===== config.mk =====
export PLATFORM = sky130hd
export DESIGN_NAME = u256_ctrl
export DESIGN_NICKNAME = d
export VERILOG_FILES = /design/src/u256_pkg.sv /design/src/u256_ctrl.sv
export SDC_FILE = /design/constraint.sdc
export NUM_CORES = 1
export LEC_CHECK = 0
export BUFFER_PORTS_ARGS = -buffer_cell sky130_fd_sc_hd__buf_2
export CAP_MARGIN = 20
export CORE_AREA = 2 2 39 41
export DETAILED_ROUTE_END_ITERATION = 7
export DIE_AREA = 0 0 41 43
export SYNTH_ARGS = -nofsm -noshare
export SYNTH_HDL_FRONTEND = slang
export SYNTH_SLANG_ARGS = --single-unit

===== constraint.sdc =====
create_clock -name clk -period 1.1 [get_ports clk]
set_input_delay 0.11 -clock clk [delete_from_list [all_inputs] [get_ports clk]]
set_output_delay 0.11 -clock clk [all_outputs]
set_load 0.05 [all_outputs]

===== src/u256_pkg.sv =====
`default_nettype none
// ----------------------------------------------------------------------------
// u256_pkg
// Shared types and constants of the 256-bit unsigned arithmetic unit.
// ----------------------------------------------------------------------------
package u256_pkg;

    localparam int OP_WIDTH   = 256;
    localparam int LIMB_WIDTH = 32;
    localparam int CNT_WIDTH  = 9;

    typedef enum logic [2:0] {
        CMD_SHL    = 3'd0,
        CMD_SHR    = 3'd1,
        CMD_MULS   = 3'd2,
        CMD_MUL    = 3'd3,
        CMD_DIV    = 3'd4,
        CMD_CMP    = 3'd5,
        CMD_BITLEN = 3'd6,
        CMD_NONE   = 3'd7
    } cmd_t;

    typedef enum logic [2:0] {
        ST_IDLE,
        ST_RUN,
        ST_DONE
    } state_t;

    // controller to datapath
    typedef struct packed {
        logic load;
        logic step;
        logic clear;
    } dp_cmd_t;

    // datapath to controller
    typedef struct packed {
        logic last;
    } dp_stat_t;

endpackage : u256_pkg
`default_nettype wire


===== src/u256_ctrl.sv =====
`default_nettype none
// ----------------------------------------------------------------------------
// u256_ctrl
// Sequencer: accepts a transaction, steps the datapath, hands out the result.
// ----------------------------------------------------------------------------
module u256_ctrl
    import u256_pkg::*;
(
    input  wire logic     clk,
    input  wire logic     rst_n,
    input  wire logic     in_valid,
    output logic          in_ready,
    output logic          out_valid,
    input  wire logic     out_ready,
    output dp_cmd_t       dp_cmd,
    input  wire dp_stat_t dp_stat
);

    state_t state_reg, state_next;

    always_ff @(posedge clk or negedge rst_n)
    begin
        if (!rst_n)
        begin
            state_reg <= ST_IDLE;
        end
        else
        begin
            state_reg <= state_next;
        end
    end

    always_comb
    begin
        state_next = state_reg;
        case (state_reg)
            ST_IDLE:
            begin
                if (in_valid)
                begin
                    state_next = ST_RUN;
                end
            end
            ST_RUN:
            begin
                if (dp_stat.last)
                begin
                    state_next = ST_DONE;
                end
            end
            ST_DONE:
            begin
                if (out_ready)
                begin
                    state_next = ST_IDLE;
                end
            end
            default: state_next = ST_IDLE;
        endcase
    end

    always_comb
    begin
        in_ready     = 1'b0;
        out_valid    = 1'b0;
        dp_cmd.load  = 1'b0;
        dp_cmd.step  = 1'b0;
        dp_cmd.clear = 1'b0;
        case (state_reg)
            ST_IDLE:
            begin
                in_ready    = 1'b1;
                dp_cmd.load = in_valid;
            end
            ST_RUN:  dp_cmd.step = 1'b1;
            ST_DONE: out_valid = 1'b1;
            default: dp_cmd.clear = 1'b1;
        endcase
    end

endmodule : u256_ctrl
`default_nettype wire


==> results.md, run 1 <==
* IO Count at 10
* Die X at between 40 and 50 µm
* Cells after synthesis at 12
* CP max-delay cell: dfrtp_2
* Crit-path max FO at 5
* Share of layout cells above drive strength 1 at 72.00%
* Largest net degree at the start of global routing at 7
* Clk_lat worst skew at ~0.23 ns
* DRT Wirelength at 328 µm
* CP Capture Type: primary output
* Reg area at roughly 53 µm²
* Final hold slack at about 0.12 ns
* DRT Pass-1 Iters at 4
* Post-synthesis sequential area ratio at ~44%
* Max Cap Violations at 0
* Htree depth at 1
* Post-synth cell types at 9
* Worst setup SP type: flip-flop
* Clock buffer depth at 2
* Synthesis-to-layout area growth at 134.4%
* Hold Startpoint: dp_stat
* ANT nets after route at 0
* Worst Path Required at 0.99 ns
* Worst setup path start: state_reg[1]
* Mapped Area at 112.6 µm²
* Slew HR at slightly below 90%
* Worst hold-check path type: in -> reg
* CTS tree: built
* WL/cell at approximately 8.0 µm
* Port bufs at 9
* Register-to-Register Path Depth at 2
* Worst reg2reg startpoint: state_reg[0]
* RSZ-0062 raised after global routing: yes
* Fin worst setup slack at -0.07309 ns
* Final hold vios at 0
* Post-route clock skew at 0.001687 ns
* Failing checks: negative setup slack
* Worst Setup Path Type: reg -> out
* GPL Wtd Cong at ~0.62
* Critical path's largest stage delay at around 0.43 ns
* Worst slew pin tran at about 0.16 ns
* Vias in the first global route at 130
* Area of the multi-input gates at ~75 µm²
* Via density at 3.220
* Antenna violations before repair at 0
* Diode count at 0
* Synth Warn # at 0
* # DRC at 0
* Global-route wire length before repair at about 510 µm
* GRT overflow at 0
* Fill cells at 154
* Clock-pin slew on the worst setup and hold paths at roughly 0.03 ns
* Syn_nets at 17
* CTS Buf Count at 3
* Die Span Y at approximately 43 µm
* Postcts setup bufs at 0
* Synthesized flop and latch total at 2
* CTS Sinks at 2
* Run status: complete, but fails checks
* Max-slew violations at 0
* Setup violators final at 3
* Initial Util at under 10%
* Final nets at 32
* Register-to-register setup slack at 0.13 ns
* Row Count at 14
* Core area at between 1000 and 1500 µm²
* Crit path cell chain: and2b_2 > buf_6
* Maximum operating frequency at ~850 MHz
* Period Utilization, post-route at 106.6%
* Die outline area at about 1800 µm²
* Max reg flops at 2
* WHS Path Cells at 2
* Critical R2R Capture: state_reg[1]
* Iteration-0 DRC Markers at 1
* Hold worst-path end: state_reg[1]
* Mean post-synth cell area at between 9 and 10 µm²
* Tmin final at between 1 and 1.5 ns
* Total number of vias at roughly 130
* CP arrival at about 1.1 ns
* Gr usage total at under 10%
* CTS root buffer: clkbuf_4
==> how the worst max path moves through the flow <==
stage,end,slack (ns),cells past startpoint
final,dp_cmd[1],-0.07,2
after global routing,dp_cmd[2],-0.13,3
after CTS,dp_cmd[1],-0.08,2
after detailed placement,dp_cmd[2],0.05,3
after global placement,dp_cmd[2],0.05,3
after floorplan,dp_cmd[2],-0.04,2
==> critical path, delay by kind of cell, from the launching register on <==
family	cells	cell delay [ns]
simple gates	1	0.25
buf+inv	1	0.16
flops	1	0.43
==> layout by cell type, fill, tap and decap left out <==
master,n
buf_2,4
clkbuf_4,3
nand2b_1,2
buf_6,2
buf_8,2
dfrtp_2,2
nor2_4,1
nor2b_4,1
and2b_2,1
and2_1,1
and2_4,1
inv_1,1
a22o_1,1
a21oi_1,1
dlygate4sd3_1,1
buf_4,1
==> layer usage <==
layer / routed length [µm] / GRT usage, %
met1: 154 / 6.109
met2: 108 / 4.375
met3: 38 / 3.665
met4: 27 / 10.00
met5: 0 / 0
==> layout make-up <==
type                    instances  area share [%]
repair buffers                 10           34.12
multi-input cells               9           28.44
flip-flops and latches          2           19.91
clock buffers                   3           8.531
well taps                      16           7.583
inverters                       1           1.422
==> per-stage QoR <==
step	util (%)	setup TNS, ns	cells	instance area (µm²)	setup slack (ns)
floorplan	-	-0.04422	12	128.9	-0.04422
global placement	14.01	0	37	193.9	0.05329
global route	19.08	-0.3971	41	264.0	-0.1288
detailed placement	14.01	0	37	193.9	0.04856
finish	19.08	-0.1579	41	264.0	-0.07309
CTS	18.81	-0.1885	41	260.3	-0.08254
==> cells by family (layout without fill, tap and decap cells) <==
group                  after synthesis  after routing  synth area share (%)
and+or+nand+nor                      7              7                 40.00
buffers and inverters                1             14                 3.330
DFF                                  2              2                 44.45
AOI/OAI and AO/OA                    2              2                 12.22
==> Yosys cell counts, drive strengths merged <==
cell	instances	area, µm²
a21oi	1	5.000
a22o	1	8.760
and2	2	12.51
and2b	1	7.510
dfrtp	2	50.05
inv	1	3.750
nand2b	2	12.51
nor2	1	3.750
nor2b	1	8.760
==> timing repair <==
item                                    CTS  global route
cloned                                    0             0
hold endpoints to repair                  2             0
endpoints found under the setup margin    5             5
hold buffers                              1             0
gates resized for setup                  12             1
Power of run 1 is not shown: default switching activity piles up to over one toggle a cycle in this logic, so the estimate is an artifact.
==> run 2, diff against run 1 <==
Settings changed: RECOVER_POWER from default to 50.
==> results.md, run 2 (same netlist as run 1, synthesis figures left out) <==
* Run status: complete, but fails checks (unchanged)
* Failing checks: negative setup slack (unchanged)
* Most frequent cells in the layout: clkbuf_4 (3), buf_2 (3) (was buf_2 (4), clkbuf_4 (3))
* CTS tree: built (unchanged)
* WL/cell at 7.951 µm (was 8.000 µm)
* Inst Count DP at 37 (unchanged)
* Max-slew violations at 0 (unchanged)
* Post-route clock skew at 0.001687 ns (unchanged)
* Die Span Y at 43 µm (unchanged)
* Slew HR at 89.47% (unchanged)
* Worst slew pin tran at 0.1580 ns (unchanged)
* Worst setup SP type: flip-flop (unchanged)
* Worst Path Required at 0.99 ns (about the same)
* Reg area at 52.55 µm² (unchanged)
* Clk_lat worst skew at 0.23 ns (about the same)
* Clock buffer depth at 2 (unchanged)
* Initial Util at 8.137% (unchanged)
* Crit-path max FO at 5 (unchanged)
* Tmin final at 1.173 ns (unchanged)
* Fin util at 18.99% (was 19.08%)
* Period Utilization, post-route at 106.6% (unchanged)
* ANT nets after route at 0 (unchanged)
* CP Capture Type: primary output (unchanged)
* CTS Buf Count at 3 (unchanged)
* Placed cell area at 193.9 µm² (unchanged)
* Fill cells at 155 (was 154)
* Largest net degree at the start of global routing at 7 (unchanged)
* Vias in the first global route at 130 (unchanged)
* Global-route wire length before repair at 510 µm (unchanged)
* Setup violators final at 3 (unchanged)
* CP max-delay cell: dfrtp_2 (unchanged)
* Core area at 1384 µm² (unchanged)
* Cell area after layout at 262.8 µm² (was 264.0 µm²)
* Max reg flops at 2 (unchanged)
* GPL Wtd Cong at 0.6170 (unchanged)
* Area of the multi-input gates at 75.07 µm² (unchanged)
* Antenna violations before repair at 0 (unchanged)
* Gr usage total at 5.522% (unchanged)
* CTS root buffer: clkbuf_4 (unchanged)
* Worst hold-check path type: in -> reg (unchanged)
* Htree depth at 1 (unchanged)
* # DRC at 0 (unchanged)
* DRT Pass-1 Iters at 4 (unchanged)
* Diode count at 0 (unchanged)
* Die outline area at 1763 µm² (unchanged)
* Final hold vios at 0 (unchanged)
* Worst Setup Path Type: reg -> out (unchanged)
* Critical path's largest stage delay at 0.43 ns (about the same)
* Non-filler instance count after layout at 41 (unchanged)
* Crit path cell chain: and2b_2 > buf_6 (unchanged)
* CTS Sinks at 2 (unchanged)
* Die X at 41 µm (unchanged)
* IO Count at 10 (unchanged)
* Final nets at 32 (unchanged)
* Iteration-0 DRC Markers at 1 (unchanged)
* Maximum operating frequency at 852.5 MHz (unchanged)
* Row Count at 14 (unchanged)
* CP arrival at 1.06 ns (about the same)
* Fin worst setup slack at -0.07309 ns (unchanged)
* Max Cap Violations at 0 (unchanged)
* DRT Wirelength at 326 µm (was 328 µm)
* Clock-pin slew on the worst setup and hold paths at 0.03 ns (about the same)
* Total number of vias at 132 (unchanged)
* GRT overflow at 0 (unchanged)
* Synthesis-to-layout area growth at 133.3% (was 134.4%)
* Share of layout cells above drive strength 1 at 68.00% (was 72.00%)
* Via density at 3.220 (unchanged)
* Port bufs at 9 (unchanged)
* RSZ-0062 raised after global routing: yes (unchanged)
run 2: cell count changes in the layout (fill, tap and decap cells not counted):
cell      delta
clkbuf_1     +1
buf_2        -1
run 2: metal layers:
| layer | track usage, % | up-vias | part of all wire [%] |
|---|---|---|---|
| met3 | 3.665 | 3 | 12 |
| met4 | 10.00 | 0 | 8.3 |
| met5 | 0 | - | 0 |
| met2 | 4.375 | 12 | 33 |
| met1 | 6.109 | 52 | 46 |
| li1 | - | 65 | - |
run 2: metrics by stage:
stage | hold slack (ns) | setup WS [ns] | TNS, ns
6_report | 0.1151 | -0.07309 | -0.1580
5_1_grt | 0.1249 | -0.1288 | -0.3971
4_1_cts | 0.1125 | -0.08254 | -0.1885
3_5_place_dp | -0.1025 | 0.04856 | 0
3_3_place_gp | -0.1028 | 0.05329 | 0
2_1_floorplan | -0.1856 | -0.04422 | -0.04422
run 2: area by class of cell:
class	count	share of cell area, %
Tap cell	16	7.619
Clock buffer	3	8.571
Timing Repair Buffer	10	33.81
Multi-Input combinational cell	9	28.57
Inverter	1	1.429
Sequential cell	2	20.00
run 2: worst max-delay path: cells and delay by family (launching register included):
family	cells	cell delay, ns
buffers and inverters	1	0.16
flip-flops	1	0.43
AND/OR/NAND/NOR	1	0.25
run 2: worst paths after layout:
path | from | endpoint | slack [ns] | cells after the start
max | state_reg[1] | dp_cmd[1] | -0.07 | 2
min | dp_stat | state_reg[1] | 0.12 | 2
max reg2reg | state_reg[0] | state_reg[1] | 0.13 | 2
min reg2reg | state_reg[1] | state_reg[0] | 0.50 | 1
max in group asynchronous | rst_n | state_reg[0] | 0.76 | 2
min in group asynchronous | rst_n | state_reg[1] | 0.20 | 2
run 2: repair_timing:
item,CTS,global route
gates resized for setup,12,1
hold buffers,1,0
endpoints found under the hold margin,2,0
endpoints found under the setup margin,5,5
setup buffers,0,0
pin swaps,0,0
Power of run 2 is left out for the same reason.
==> run 3, diff against run 2 <==
Settings changed: BUFFER_PORTS_ARGS -buffer_cell sky130_fd_sc_hd__buf_2 to default, DONT_BUFFER_PORTS from default to 1.
Clock period 1.1 ns to 0.95 ns, I/O delays scaled along.
==> results.md, run 3 (same netlist as run 1, synthesis figures left out) <==
* Port bufs at 0 (was 9)
* Clk_lat worst skew at 0.23 ns (about the same)
* Setup violators final at 6 (was 3)
* Diode count at 0 (unchanged)
* Row Count at 14 (unchanged)
* Clock-pin slew on the worst setup and hold paths at 0.04 ns (was 0.03 ns)
* CTS root buffer: clkbuf_4 (unchanged)
* Fin worst setup slack at -0.2063 ns (was -0.07309 ns)
* Crit-path max FO at 5 (unchanged)
* Worst Setup Path Type: reg -> out (unchanged)
* Worst setup SP type: flip-flop (unchanged)
* Most frequent cells in the layout: clkbuf_4 (3), buf_12 (3), nand2b_1 (2), dfrtp_2 (2) (was clkbuf_4 (3), buf_2 (3))
* Core area at 1384 µm² (unchanged)
* Run status: complete, but fails checks (unchanged)
* Gr usage total at 6.319% (was 5.522%)
* DR top layer: met4 (unchanged)
* Final nets at 27 (was 32)
* Final hold slack at 0.01330 ns (was 0.1151 ns)
* Die Span Y at 43 µm (unchanged)
* Max-slew violations at 0 (unchanged)
* Iteration-0 DRC Markers at 1 (unchanged)
* Tmin final at 1.156 ns
* Worst slew pin tran at 0.1592 ns (was 0.1580 ns)
* DRT Wirelength at 319 µm (was 326 µm)
* Register-to-Register Path Depth at 2 (unchanged)
* Largest net degree at the start of global routing at 7 (unchanged)
* GPL Wtd Cong at 0.5714 (was 0.6170)
* Max Cap Violations at 0 (unchanged)
* Total number of vias at 117 (was 132)
* DRT Pass-1 Iters at 2 (was 4)
* WL met2 at 126 µm (was 108 µm)
* Worst Path Required at 0.85 ns (was 0.99 ns)
* GRT overflow at 0 (unchanged)
* CP Capture Type: primary output (unchanged)
* Vias in the first global route at 128 (was 130)
* Antenna violations before repair at 0 (unchanged)
* # DRC at 0 (unchanged)
* Hold Startpoint: in_valid (was dp_stat)
* Initial Util at 8.137% (unchanged)
* Register-to-register setup slack at -0.01 ns (was 0.13 ns)
* Maximum operating frequency at slightly below 900 MHz
* Max reg flops at 2 (unchanged)
* Htree depth at 1 (unchanged)
* Die X at 41 µm (unchanged)
* Pre-CTS setup slack at 0.001275 ns (was 0.04856 ns)
* Slew HR at 89.38% (was 89.47%)
* Period Utilization, post-route at 121.7%
* IO Count at 10 (unchanged)
* RSZ-0062 raised after global routing: yes (unchanged)
* Failing checks: negative setup slack (unchanged)
* Fin util at 18.81% (was 18.99%)
* CTS tree: built (unchanged)
* ANT nets after route at 0 (unchanged)
* Clock buffer depth at 2 (unchanged)
* WL/cell at 8.622 µm (was 7.951 µm)
* Share of layout cells above drive strength 1 at 61.90% (was 68.00%)
* Die outline area at 1763 µm² (unchanged)
* Hold worst-path end: state_reg[0] (was state_reg[1])
* WHS Path Cells at 2 (unchanged)
* Worst hold-check path type: in -> reg (unchanged)
* CTS Sinks at 2 (unchanged)
* Worst reg2reg startpoint: state_reg[0] (unchanged)
* Routed wl met3 at 37 µm (was 38 µm)
* Postcts setup bufs at 0 (unchanged)
* CP arrival at 1.06 ns (about the same)
* Critical R2R Capture: state_reg[1] (unchanged)
* Via density at 3.162 (was 3.220)
* Synthesis-to-layout area growth at 131.1% (was 133.3%)
* Post-route clock skew at 0.009405 ns (was 0.001687 ns)
* Final hold vios at 0 (unchanged)
* CTS Buf Count at 3 (unchanged)
* M1 WL at 136 µm (was 151 µm)
* Global-route wire length before repair at 586 µm (was 510 µm)
run 3: cell types whose count changed in the layout (fill, tap and decap cells not counted):
cell     previous run  this run
and2b_4             0         1
buf_12              0         3
buf_6               2         1
and2b_2             1         0
buf_2               3         0
buf_4               1         0
buf_8               2         0
run 3: critical path: stages, from the launching register on:
cell and delay, ns:
dfrtp_2 0.43, and2b_4 0.28, buf_12 0.13
run 3: worst max-delay path by stage:
stage,end,startpoint,slack [ns]
after floorplan,dp_cmd[2],state_reg[0],-0.17
after global placement,state_reg[1],state_reg[1],0.005
after detailed placement,state_reg[1],state_reg[1],0.001
after CTS,dp_cmd[1],state_reg[1],-0.23
after global routing,dp_cmd[1],state_reg[1],-0.25
final,dp_cmd[1],state_reg[1],-0.21
run 3: layout make-up:
class	count	area (µm²)
repair buffers	5	81.33
multi-input cells	9	76.32
clock buffers	4	26.28
fillers	151	1124
well taps	16	20.02
flip-flops and latches	2	52.55
inverters	1	3.754
run 3: metal layers:
layer | track usage (%) | vias up
met2 | 5.000 | 11
met4 | 14.00 | 0
met5 | 0 | -
li1 | - | 56
met1 | 7.051 | 48
met3 | 2.094 | 2
run 3: what timing repair did:
item,in CTS,in global routing
endpoints found under the setup margin,6,6
pin swaps,2,2
gates resized for setup,1,1
hold buffers,1,0
endpoints found under the hold margin,2,0
run 3: metrics by stage:
step | area, µm² | TNS [ns] | std cells
3_3_place_gp | 219.0 | 0 | 32
6_report | 260.3 | -0.8173 | 37
3_5_place_dp | 219.0 | 0 | 32
2_1_floorplan | 131.4 | -0.2345 | 12
4_1_cts | 259.0 | -0.9712 | 37
5_1_grt | 260.3 | -1.158 | 37
Power of run 3 is left out for the same reason.
